<file path="config.mk">
export PLATFORM = sky130hd
export DESIGN_NAME = fault_led_blink_pattern
export DESIGN_NICKNAME = d
export VERILOG_FILES = /design/src/rtl/core/flbp_pkg.sv /design/src/rtl/core/flbp_mul.sv /design/src/rtl/core/flbp_div.sv /design/src/rtl/core/fault_led_blink_pattern.sv
export SDC_FILE = /design/constraint.sdc
export NUM_CORES = 1
export LEC_CHECK = 0
export ABC_CLOCK_PERIOD_IN_PS = 7600
export BUFFER_PORTS_ARGS = -buffer_cell sky130_fd_sc_hd__buf_4
export CAP_MARGIN = 20
export CORE_MARGIN = 8
export CORE_UTILIZATION = 42
export DETAILED_ROUTE_END_ITERATION = 10
export PLACE_DENSITY_LB_ADDON = 0.12
export RECOVER_POWER = 100
export SKIP_LAST_GASP = 1
export SYNTH_ARGS = -nofsm -noshare
export SYNTH_HDL_FRONTEND = slang
export SYNTH_HIERARCHICAL = 1
export SYNTH_SLANG_ARGS = --single-unit
</file>
<file path="constraint.sdc">
create_clock -name clk_i -period 7.6 [get_ports clk_i]
set_clock_uncertainty 0.1 [all_clocks]
set_input_delay 0.76 -clock clk_i [delete_from_list [all_inputs] [get_ports clk_i]]
set_output_delay 0.76 -clock clk_i [all_outputs]
set_load 0.02 [all_outputs]
</file>
<file path="src/rtl/core/flbp_pkg.sv">
// Shared types, widths and reset constants of the fault LED blink pattern block.
// No dependencies; used by every module under rtl/core.
package flbp_pkg;

  localparam int unsigned TimeW    = 32;
  localparam int unsigned ColorW   = 24;
  localparam int unsigned DurW     = 16;
  localparam int unsigned CountW   = 8;
  localparam int unsigned SumW     = DurW + 1;
  localparam int unsigned ProdW    = SumW + CountW;
  localparam int unsigned ModW     = ProdW + 1;
  localparam int unsigned MulCntW  = $clog2(CountW);
  localparam int unsigned DivCntW  = $clog2(TimeW);
  localparam int unsigned CfgIdxW  = 3;
  localparam int unsigned CfgDataW = ColorW;
  localparam int unsigned InDataW  = 40;
  localparam int unsigned OutDataW = 64;

  localparam logic [ColorW-1:0] OkColorRst    = 24'h00FF00;
  localparam logic [ColorW-1:0] FaultColorRst = 24'hFF0000;
  localparam logic [DurW-1:0]   OnTimeRst     = 16'd150;
  localparam logic [DurW-1:0]   OffTimeRst    = 16'd150;
  localparam logic [DurW-1:0]   GapTimeRst    = 16'd900;
  localparam logic [CountW-1:0] PulseCountRst = 8'd2;

  localparam logic [1:0] ValidFaultId = 2'd1;

  typedef enum logic [2:0] {
    CFG_OK_COLOR,
    CFG_FAULT_COLOR,
    CFG_ON_TIME,
    CFG_OFF_TIME,
    CFG_GAP_TIME,
    CFG_PULSE_COUNT
  } flbp_cfg_e;

  typedef enum logic [1:0] {
    PH_SOLID,
    PH_PULSE_ON,
    PH_PULSE_OFF,
    PH_GAP
  } flbp_phase_e;

  typedef enum logic [2:0] {
    ST_IDLE,
    ST_MUL,
    ST_SETUP,
    ST_MOD1,
    ST_MOD2,
    ST_DONE
  } flbp_state_e;

  typedef struct packed {
    logic busy;
    logic done;
  } flbp_unit_stat_t;

endpackage

</file>
<file path="src/rtl/core/flbp_mul.sv">
// Bit-serial shift-add multiplier: one multiplier bit per cycle.
// Depends on flbp_pkg.
module flbp_mul (
  input  logic                          clk_i,
  input  logic                          rst_ni,
  input  logic                          start_i,
  input  logic [flbp_pkg::SumW-1:0]     mcand_i,
  input  logic [flbp_pkg::CountW-1:0]   mplier_i,
  output logic [flbp_pkg::ProdW-1:0]    prod_o,
  output flbp_pkg::flbp_unit_stat_t     stat_o
);

  logic [flbp_pkg::ProdW-1:0]   acc_q;
  logic [flbp_pkg::ProdW-1:0]   mc_q;
  logic [flbp_pkg::CountW-1:0]  mp_q;
  logic [flbp_pkg::MulCntW-1:0] cnt_q;
  logic                         busy_q;
  logic                         done_q;

  always_ff @(posedge clk_i or negedge rst_ni) begin
    if (!rst_ni) begin
      busy_q <= 1'b0;
      done_q <= 1'b0;
      cnt_q  <= '0;
    end else begin
      done_q <= 1'b0;
      if (start_i) begin
        busy_q <= 1'b1;
        cnt_q  <= '0;
      end else if (busy_q) begin
        cnt_q <= cnt_q + 1'b1;
        if (cnt_q == flbp_pkg::MulCntW'(flbp_pkg::CountW - 1)) begin
          busy_q <= 1'b0;
          done_q <= 1'b1;
        end
      end
    end
  end

  always_ff @(posedge clk_i) begin
    if (start_i) begin
      acc_q <= '0;
      mc_q  <= {{flbp_pkg::CountW{1'b0}}, mcand_i};
      mp_q  <= mplier_i;
    end else if (busy_q) begin
      if (mp_q[0]) begin
        acc_q <= acc_q + mc_q;
      end
      mc_q <= mc_q << 1;
      mp_q <= mp_q >> 1;
    end
  end

  assign prod_o      = acc_q;
  assign stat_o.busy = busy_q;
  assign stat_o.done = done_q;

endmodule

</file>
<file path="src/rtl/core/flbp_div.sv">
// Radix-2 restoring remainder unit: one dividend bit per cycle.
// Depends on flbp_pkg.
module flbp_div (
  input  logic                        clk_i,
  input  logic                        rst_ni,
  input  logic                        start_i,
  input  logic [flbp_pkg::TimeW-1:0]  dividend_i,
  input  logic [flbp_pkg::ModW-1:0]   divisor_i,
  output logic [flbp_pkg::ModW-1:0]   rem_o,
  output flbp_pkg::flbp_unit_stat_t   stat_o
);

  logic [flbp_pkg::TimeW-1:0]   dvd_q;
  logic [flbp_pkg::ModW-1:0]    dsr_q;
  logic [flbp_pkg::ModW-1:0]    rem_q;
  logic [flbp_pkg::DivCntW-1:0] cnt_q;
  logic                         busy_q;
  logic                         done_q;
  logic [flbp_pkg::ModW:0]      trial;
  logic                         fits;

  assign trial = {rem_q, dvd_q[flbp_pkg::TimeW-1]};
  assign fits  = trial >= {1'b0, dsr_q};

  always_ff @(posedge clk_i or negedge rst_ni) begin
    if (!rst_ni) begin
      busy_q <= 1'b0;
      done_q <= 1'b0;
      cnt_q  <= '0;
    end else begin
      done_q <= 1'b0;
      if (start_i) begin
        busy_q <= 1'b1;
        cnt_q  <= '0;
      end else if (busy_q) begin
        cnt_q <= cnt_q + 1'b1;
        if (cnt_q == flbp_pkg::DivCntW'(flbp_pkg::TimeW - 1)) begin
          busy_q <= 1'b0;
          done_q <= 1'b1;
        end
      end
    end
  end

  always_ff @(posedge clk_i) begin
    if (start_i) begin
      dvd_q <= dividend_i;
      dsr_q <= divisor_i;
      rem_q <= '0;
    end else if (busy_q) begin
      dvd_q <= dvd_q << 1;
      if (fits) begin
        rem_q <= flbp_pkg::ModW'(trial - {1'b0, dsr_q});
      end else begin
        rem_q <= trial[flbp_pkg::ModW-1:0];
      end
    end
  end

  assign rem_o       = rem_q;
  assign stat_o.busy = busy_q;
  assign stat_o.done = done_q;

endmodule

</file>
<file path="src/rtl/core/fault_led_blink_pattern.sv">
// Fault LED blink pattern: one request at a time, result held in an output register.
// Set requests and ticks with no fault raised go straight to the result; a fault tick runs
// a serial multiply, then one remainder pass in the gap or two in a burst. A new request
// is taken only once the previous result has been loaded into the output register.
// Reset: config registers to defaults, fault and send state cleared; no clearing pass.
// Depends on flbp_pkg, flbp_mul and flbp_div.
module fault_led_blink_pattern (
  input  logic                           clk_i,
  input  logic                           rst_ni,
  input  logic                           s_axis_tvalid_i,
  output logic                           s_axis_tready_o,
  // fault_id[1:0], fault_active[2], now_ms[34:3], link_ok[35], zero[39:36]
  input  logic [flbp_pkg::InDataW-1:0]   s_axis_tdata_i,
  // action[0]
  input  logic                           s_axis_tuser_i,
  output logic                           m_axis_tvalid_o,
  input  logic                           m_axis_tready_i,
  // set_accepted[0], send_valid[1], red[9:2], green[17:10], blue[25:18],
  // phase[27:26], failure_count[59:28], zero[63:60]
  output logic [flbp_pkg::OutDataW-1:0]  m_axis_tdata_o,
  input  logic                           cfg_we_i,
  input  logic [flbp_pkg::CfgIdxW-1:0]   cfg_idx_i,
  input  logic [flbp_pkg::CfgDataW-1:0]  cfg_data_i
);

  localparam int unsigned TimeW  = flbp_pkg::TimeW;
  localparam int unsigned ColorW = flbp_pkg::ColorW;
  localparam int unsigned DurW   = flbp_pkg::DurW;
  localparam int unsigned CountW = flbp_pkg::CountW;
  localparam int unsigned SumW   = flbp_pkg::SumW;
  localparam int unsigned ProdW  = flbp_pkg::ProdW;
  localparam int unsigned ModW   = flbp_pkg::ModW;

  flbp_pkg::flbp_state_e state_q, state_d;

  logic [ColorW-1:0] ok_color_q, fault_color_q;
  logic [DurW-1:0]   on_time_q, off_time_q, gap_time_q;
  logic [CountW-1:0] pulse_count_q;

  logic              fault_raised_q, fault_shown_q, sent_valid_q;
  logic [TimeW-1:0]  pat_start_q, fail_q;
  logic [ColorW-1:0] last_color_q;

  logic              is_tick_q, link_q, set_acc_q;
  logic [TimeW-1:0]  elapsed_q;
  logic [ProdW-1:0]  limit_q;
  logic [ModW-1:0]   cycle_q, cycle_d;
  logic [ColorW-1:0] color_q;
  flbp_pkg::flbp_phase_e phase_q;

  logic              out_valid_q;
  logic [flbp_pkg::OutDataW-1:0] out_q;

  logic              in_action, in_fault_act, in_link;
  logic [1:0]        in_fid;
  logic [TimeW-1:0]  in_now;
  logic              in_acc, changed, load_out, send, pos_in_burst, lit;
  logic [SumW-1:0]   period;
  logic [CountW-1:0] n_pulses;
  logic [ModW-1:0]   pos;

  logic              mul_start, div_start;
  logic [TimeW-1:0]  div_dvd;
  logic [ModW-1:0]   div_dsr, div_rem;
  logic [ProdW-1:0]  mul_prod;
  flbp_pkg::flbp_unit_stat_t mul_stat, div_stat;

  assign in_fid       = s_axis_tdata_i[1:0];
  assign in_fault_act = s_axis_tdata_i[2];
  assign in_now       = s_axis_tdata_i[34:3];
  assign in_link      = s_axis_tdata_i[35];
  assign in_action    = s_axis_tuser_i;

  assign s_axis_tready_o = (state_q == flbp_pkg::ST_IDLE);
  assign in_acc          = s_axis_tvalid_i && s_axis_tready_o;
  assign changed         = fault_raised_q != fault_shown_q;

  assign period   = {1'b0, on_time_q} + {1'b0, off_time_q};
  assign n_pulses = (pulse_count_q == '0) ? CountW'(1) : pulse_count_q;
  assign cycle_d  = {1'b0, limit_q} + ModW'(gap_time_q);
  assign pos      = (cycle_q == '0) ? '0 : div_rem;
  assign pos_in_burst = pos < {1'b0, limit_q};
  assign lit      = div_rem < ModW'(on_time_q);

  assign load_out = (state_q == flbp_pkg::ST_DONE) && (!out_valid_q || m_axis_tready_i);
  assign send     = is_tick_q && !(sent_valid_q && (color_q == last_color_q));

  flbp_mul u_mul (
    .clk_i    (clk_i),
    .rst_ni   (rst_ni),
    .start_i  (mul_start),
    .mcand_i  (period),
    .mplier_i (n_pulses),
    .prod_o   (mul_prod),
    .stat_o   (mul_stat)
  );

  flbp_div u_div (
    .clk_i      (clk_i),
    .rst_ni     (rst_ni),
    .start_i    (div_start),
    .dividend_i (div_dvd),
    .divisor_i  (div_dsr),
    .rem_o      (div_rem),
    .stat_o     (div_stat)
  );

  always_comb begin
    state_d = state_q;
    case (state_q)
      flbp_pkg::ST_IDLE: begin
        if (in_acc) begin
          if (in_action && fault_raised_q) begin
            state_d = flbp_pkg::ST_MUL;
          end else begin
            state_d = flbp_pkg::ST_DONE;
          end
        end
      end
      flbp_pkg::ST_MUL: begin
        if (mul_stat.done) state_d = flbp_pkg::ST_SETUP;
      end
      flbp_pkg::ST_SETUP: begin
        state_d = flbp_pkg::ST_MOD1;
      end
      flbp_pkg::ST_MOD1: begin
        if (div_stat.done) begin
          state_d = pos_in_burst ? flbp_pkg::ST_MOD2 : flbp_pkg::ST_DONE;
        end
      end
      flbp_pkg::ST_MOD2: begin
        if (div_stat.done) state_d = flbp_pkg::ST_DONE;
      end
      flbp_pkg::ST_DONE: begin
        if (load_out) state_d = flbp_pkg::ST_IDLE;
      end
      default: state_d = flbp_pkg::ST_IDLE;
    endcase
  end

  always_comb begin
    mul_start = 1'b0;
    div_start = 1'b0;
    div_dvd   = elapsed_q;
    div_dsr   = cycle_d;
    case (state_q)
      flbp_pkg::ST_IDLE: begin
        mul_start = in_acc && in_action && fault_raised_q;
      end
      flbp_pkg::ST_SETUP: begin
        div_start = 1'b1;
      end
      flbp_pkg::ST_MOD1: begin
        div_start = div_stat.done && pos_in_burst;
        div_dvd   = TimeW'(pos);
        div_dsr   = ModW'(period);
      end
      default: begin
        mul_start = 1'b0;
        div_start = 1'b0;
      end
    endcase
  end

  always_ff @(posedge clk_i or negedge rst_ni) begin
    if (!rst_ni) begin
      state_q        <= flbp_pkg::ST_IDLE;
      ok_color_q     <= flbp_pkg::OkColorRst;
      fault_color_q  <= flbp_pkg::FaultColorRst;
      on_time_q      <= flbp_pkg::OnTimeRst;
      off_time_q     <= flbp_pkg::OffTimeRst;
      gap_time_q     <= flbp_pkg::GapTimeRst;
      pulse_count_q  <= flbp_pkg::PulseCountRst;
      fault_raised_q <= 1'b0;
      fault_shown_q  <= 1'b0;
      pat_start_q    <= '0;
      last_color_q   <= '0;
      sent_valid_q   <= 1'b0;
      fail_q         <= '0;
      out_valid_q    <= 1'b0;
    end else begin
      state_q <= state_d;
      if (cfg_we_i) begin
        case (flbp_pkg::flbp_cfg_e'(cfg_idx_i))
          flbp_pkg::CFG_OK_COLOR:    ok_color_q    <= cfg_data_i;
          flbp_pkg::CFG_FAULT_COLOR: fault_color_q <= cfg_data_i;
          flbp_pkg::CFG_ON_TIME:     on_time_q     <= cfg_data_i[DurW-1:0];
          flbp_pkg::CFG_OFF_TIME:    off_time_q    <= cfg_data_i[DurW-1:0];
          flbp_pkg::CFG_GAP_TIME:    gap_time_q    <= cfg_data_i[DurW-1:0];
          flbp_pkg::CFG_PULSE_COUNT: pulse_count_q <= cfg_data_i[CountW-1:0];
          default: ;
        endcase
      end
      if (in_acc) begin
        if (!in_action) begin
          if (in_fid == flbp_pkg::ValidFaultId) fault_raised_q <= in_fault_act;
        end else if (changed) begin
          fault_shown_q <= fault_raised_q;
          pat_start_q   <= in_now;
        end
      end
      if (load_out) begin
        if (send) begin
          if (link_q) begin
            last_color_q <= color_q;
            sent_valid_q <= 1'b1;
          end else begin
            sent_valid_q <= 1'b0;
            fail_q       <= fail_q + 1'b1;
          end
        end
        out_valid_q <= 1'b1;
      end else if (m_axis_tready_i) begin
        out_valid_q <= 1'b0;
      end
    end
  end

  always_ff @(posedge clk_i) begin
    if (in_acc) begin
      is_tick_q <= in_action;
      link_q    <= in_link;
      set_acc_q <= !in_action && (in_fid == flbp_pkg::ValidFaultId);
      elapsed_q <= changed ? '0 : in_now - pat_start_q;
      color_q   <= (in_action && !fault_raised_q) ? ok_color_q : '0;
      phase_q   <= flbp_pkg::PH_SOLID;
    end
    if (state_q == flbp_pkg::ST_MUL && mul_stat.done) begin
      limit_q <= mul_prod - ProdW'(off_time_q);
    end
    if (state_q == flbp_pkg::ST_SETUP) begin
      cycle_q <= cycle_d;
    end
    if (state_q == flbp_pkg::ST_MOD1 && div_stat.done && !pos_in_burst) begin
      color_q <= '0;
      phase_q <= flbp_pkg::PH_GAP;
    end
    if (state_q == flbp_pkg::ST_MOD2 && div_stat.done) begin
      color_q <= lit ? fault_color_q : '0;
      phase_q <= lit ? flbp_pkg::PH_PULSE_ON : flbp_pkg::PH_PULSE_OFF;
    end
    if (load_out) begin
      out_q <= {4'b0000,
                (send && !link_q) ? fail_q + 1'b1 : fail_q,
                phase_q,
                color_q[7:0],
                color_q[15:8],
                color_q[23:16],
                send,
                set_acc_q};
    end
  end

  assign m_axis_tvalid_o = out_valid_q;
  assign m_axis_tdata_o  = out_q;

`ifndef SYNTH
  a_units_exclusive: assert property (@(posedge clk_i) disable iff (!rst_ni)
    !(mul_stat.busy && div_stat.busy))
    else $error("multiplier and remainder unit busy together");

  a_ready_units_idle: assert property (@(posedge clk_i) disable iff (!rst_ni)
    s_axis_tready_o |-> !mul_stat.busy && !div_stat.busy)
    else $error("request accepted while a unit is still busy");

  a_fail_step: assert property (@(posedge clk_i) disable iff (!rst_ni)
    fail_q != $past(fail_q) |-> fail_q == $past(fail_q) + 32'd1)
    else $error("failure counter moved by more than one");

  a_load_only_done: assert property (@(posedge clk_i) disable iff (!rst_ni)
    load_out |=> state_q == flbp_pkg::ST_IDLE && m_axis_tvalid_o)
    else $error("result load did not return to idle");
`endif

endmodule
</file>
# After elaboration in Yosys (flattened, before gate mapping)
# Index checks and enable logic that the tools add are counted.
[totals] ff_bits=525 latch_bits=0 mem_bits_rw=0 mem_bits_ro=0 input_bits=73 out_inout_bits=66 word_cells=164 n_memories=0
[classes] addsub=9 multipliers=0 div=0 magnitude_cmp=3 n_eq_ne=20 shifts=0 mux=50 bitwise_logic=2 n_reduce_logical=43
[ops] op="32-bit 2-to-1 mux" n=4
[ops] op="24-bit 2-to-1 mux" n=5
[ops] op="26-bit 2-to-1 mux" n=2
[ops] op="17-bit 2-to-1 mux" n=3
[ops] op="32-bit by 1-bit adder with 32-bit output, second input constant" n=1
[ops] op="32-bit subtractor" n=1
[ops] op="27-bit by 26-bit >= comparator with 1-bit output" n=1
[ops] op="25-bit by 16-bit adder with 26-bit output" n=1
[ops] op="26-bit zero test" n=1
[ops] op="26-bit by 16-bit less-than comparator with 1-bit output" n=1
[ops] op="26-bit by 25-bit less-than comparator with 1-bit output" n=1
[ops] op="26-bit subtractor" n=1
[ops] op="25-bit adder" n=1
[ops] op="25-bit by 16-bit subtractor with 25-bit output" n=1
[ops] op="24-bit == test" n=1
[ops] op="3-bit 2-to-1 mux" n=8
[ops] op="8-bit 2-to-1 mux" n=3
[ops] op="3-bit case mux with 6 select lines" n=1
[ops] op="16-bit by 16-bit adder with 17-bit output" n=1
[ops] op="1-bit 2-to-1 mux" n=17
[ops] op="2-bit AND reduction" n=8
[ops] op="3-bit == test, second input constant" n=5
[ops] op="1-bit logical AND" n=15
[ops] op="3-bit by 2-bit == test with 1-bit output, second input constant" n=4
[ops] op="other kinds (20)" n=40

# Logic depth before layout (Yosys ltp)
[logic_depth] depth_word=7 mapped_depth=17 ltp_nobuf=16

# Hierarchy
# Netlist, hierarchy kept.
[modules_own_cells] module="fault_led_blink_pattern" n_inst=1 cells_per_inst=1755 area_each_um2=20031.7
[modules_own_cells] module="flbp_div" n_inst=1 cells_per_inst=474 area_each_um2=4991.0
[modules_own_cells] module="flbp_mul" n_inst=1 cells_per_inst=377 area_each_um2=3763.6

# Worst setup path before layout
# OpenSTA, ideal clock, no wires.
[synth_path] kind="reg-to-reg" start="reg cycle_q[19]" end="reg u_div/dvd_q[0] (netlist name) (enable)" setup_time_ns=0.389 arrival_ns=5.530 path_slack_ns=1.581 stages_incl_launch_ff=17 n_path_buf=1 period_less_slack_ns=6.019 cell_sequence="edfxtp_1 -> or4_4 -> nor3_4 -> nand4_4 -> and2_1 -> ha_1 -> a21o_1 -> a21o_1 -> a21o_1 -> a21o_1 -> a211o_1 -> a211oi_2 -> o211ai_1 -> o22ai_1 -> clkbuf_1 -> inv_1 -> nand2_1"
[synth_via] elab_chain_cells=6
[synth_lines] item="start, declared" line="fault_led_blink_pattern.sv:47" source="logic [ModW-1:0] cycle_q, cycle_d;"
[synth_lines] item="start signal, assigned" line="fault_led_blink_pattern.sv:232" source="cycle_q <= cycle_d;"
[synth_lines] item="26-bit zero test" line="fault_led_blink_pattern.sv:81" source="assign pos = (cycle_q == '0) ? '0 : div_rem;"
[synth_lines] item="26-bit 2-to-1 mux" line="fault_led_blink_pattern.sv:81"
[synth_lines] item="26-bit by 25-bit less-than comparator with 1-bit output" line="fault_led_blink_pattern.sv:82" source="assign pos_in_burst = pos < {1'b0, limit_q};"
[synth_lines] item="1-bit logical AND" line="fault_led_blink_pattern.sv:154" source="div_start = div_stat.done && pos_in_burst;"
[synth_lines] item="1-bit case mux with 2 select lines" line="fault_led_blink_pattern.sv:146" source="case (state_q)"
[synth_lines] item="via div_start" line="fault_led_blink_pattern.sv:62" source="logic mul_start, div_start;"
[synth_lines] item="2-bit nonzero test (no line)"
[synth_lines] item="end signal, assigned" line="flbp_div.sv:47" source="dvd_q <= dividend_i;"
[synth_lines] item="end signal, assigned" line="flbp_div.sv:51" source="dvd_q <= dvd_q << 1;"
[synth_lines] item="end, declared" line="flbp_div.sv:13" source="logic [flbp_pkg::TimeW-1:0] dvd_q;"
# The timed path passes the listed nets, and every way through them passes these cells.
# A chain may end at the register's enable or synchronous reset.

# Worst setup path in the final report
[layout_path] start="reg cycle_q[19]" end="reg u_div/dvd_q[2] (netlist name) (enable)"
# The elaborated chain is that of the path after synthesis.

==> results.py <==
metrics = {
    "timing": {
        "rsz0062_at_grt": "no",
        "fmax_ghz": 0.156,
        "slew_viol_final": 416,
        "whs_ns": 0.256,
        "relSlewSlack_pct": -207,
        "period_minus_slack_ns": 6.39,
        "fin_crit_sh_pct": 84.1,
        "hold_viol": 0,
        "setup_viol": 0,
        "tns_ns": 0,
        "worstMarginPinSlew_ns": 4.60,
    },
    "cells_and_area": {
        "finish.utilization_pct": 47.4,
        "layout.nets": 2974,
        "area_delta_synth_final_pct": 12.4,
        "drive_above_1_share_pct": 16.2,
    },
    "min_path": {
        "hold_class": "in2reg",
    },
    "yosys": {
        "avgSynthCellArea_um2": 11.0,
        "yosysWarnings": 6,
        "netlist_area_mm2": 0.0288,
        "synth_cells": 2604,
    },
    "power": {
        "power_frac_seq_pct": 36.5,
        "ir_drop_mv": 0.259,
        "p_leak_uw": 0.0134,
        "p_comb_share_pct": 40.5,
        "powerDensity_mw_per_mm2": 384,
        "power.switching_uw": 4580,
        "clkPwrFrac_pct": 23.1,
        "intPower_uw": 7830,
        "p_sw_share_pct": 36.9,
    },
    "clock_network": {
        "cts_setup_buffers": 0,
        "cts_buffers": 58,
        "clk_pin_slew_ns": 0.06,
        "clock-sinks": 525,
        "clk_path_buf_depth": 3,
        "htree_num_levels": 2,
        "cts_tree": "yes",
        "clock_latency_ns": 0.64,
        "root_buffer": "clkbuf_16",
    },
    "routing": {
        "firstDrtPassIters": 5,
        "vias_per_cell": 5.39,
        "vias": 19700,
        "first_iter_violations": 1342,
        "wl_per_cell_um": 19.1,
        "drcViolationCount": 0,
        "postRouteAntennaNets": 0,
        "wl_mm": 69.8,
    },
    "placement": {
        "portBuffers": 130,
        "finalWeightedCongestion": 0.869,
        "place_hpwl_mm": 51.7,
    },
    "setup_path": {
        "cp.arrival_ns": 6.57,
        "critPathMaxFanout": 32,
        "cp.required_ns": 7.77,
        "startpoint_type": "register",
        "endpoint_kind": "register",
        "crit_type": "reg2reg",
    },
    "die": {
        "core_mm2": 0.0682,
        "start_util_pct": 42.2,
        "ios": 139,
        "num_rows": 96,
        "die_h_um": 278,
        "die_w_um": 278,
        "die_area_mm2": 0.0771,
    },
    "global_routing": {
        "grt_pass1_wl_mm": 111,
        "grt.overflow.total": 0,
        "grt_pass1_vias": 20011,
        "grt_use_total_pct": 17.8,
        "grt_max_degree": 138,
        "antenna_found_initial": 2,
    },
    "run_status": {
        "violations": "capacitance limit, slew limit",
        "status": "finished with violations",
    },
    "run": {
        "max-cap-violations": 10,
    },
}
-- worst max-delay path: stages (launching register included) --
cell and delay, ns:
edfxtp_1 0.37, or4_4 0.56, nor3_4 0.13, nand4_1 0.72, and2_0 0.50, ha_1 0.31, a21o_1 0.19, a21o_1 0.17
a21o_1 0.16, a21o_1 0.17, a211o_1 0.30, a211oi_2 0.33, o211ai_1 0.41, o22ai_4 0.78, inv_1 0.28, nand2_1 0.14
buf_4 0.38
-- per-layer routing --
layer	up-vias	part of all wire, %	global-route usage (%)
li1	9609	-	-
met1	9561	46	23.7
met2	419	47	29.8
met3	111	4.0	2.35
met4	0	2.8	5.86
met5	-	0	0
-- through the flow --
stage | total power (uW) | area (um2) | setup WS, ns | cells
after global routing | 13300 | 32300 | 0.806 | 3654
final | 12400 | 32300 | 1.21 | 3656
after floorplan | 8300 | 28800 | 1.58 | 2607
after detailed placement | 9670 | 30700 | 1.79 | 3542
after global placement | 9560 | 30700 | 1.88 | 3541
after CTS | 12600 | 32700 | 1.76 | 3653
-- final timing paths --
path / from / to / slack (ns) / cells past startpoint
setup / recovery: cycle_q[19] / u_div/dvd_q[2] / 1.21 / 16
max in group asynchronous: rst_ni / off_time_q[9] / 2.55 / 2
setup reg to reg: cycle_q[19] / u_div/dvd_q[2] / 1.21 / 16
hold / removal: s_axis_tdata_i[35] / link_q / 0.26 / 1
hold reg to reg: set_acc_q / m_axis_tdata_o[0] / 0.32 / 0
min in group asynchronous: rst_ni / pat_start_q[27] / 2.19 / 2
-- layout make-up --
cell class | instances | area, um2
diodes | 2 | 5.00
clock buffers | 84 | 1660
clock inverters | 26 | 308
fillers | 6336 | 35900
inverters | 157 | 589
multi-input cells | 1824 | 13600
flip-flops and latches | 525 | 14200
well taps | 882 | 1100
repair buffers | 156 | 898
-- power groups by stage --
stage	clock network [uW]	logic, uW	registers [uW]
floorplan	0	3860	4440
global placement	0	5010	4550
detailed placement	0	5110	4570
CTS	2960	5140	4520
global route	3060	5630	4620
finish	2860	5030	4520
-- layout by cell type (no fill, tap or decap), types with 89 or more instances in the layout --
cell and n:
a21oi_1 118, clkbuf_1 95, dfrtp_1 182, edfxtp_1 255, ha_1 173, inv_1 157
mux2_2 218, nand2_1 208, nor2_1 175, xnor2_1 112, xor2_1 89
-- sequential cells by signal, summed over array words and instances, names as in the netlist, 26 cells and up --
register	flops
u_div/dsr_q	26
elapsed_q	32
u_div/dvd_q	32
fail_q	32
m_axis_tdata_o	60
cycle_q	26
u_div/rem_o	26
pat_start_q	32
-- timing repair --
action	CTS	global route
hold buffers	1	0
gates resized for setup	0	0
hold endpoints to repair	4	0
No activity file was read; power rests on OpenSTA's default activity.
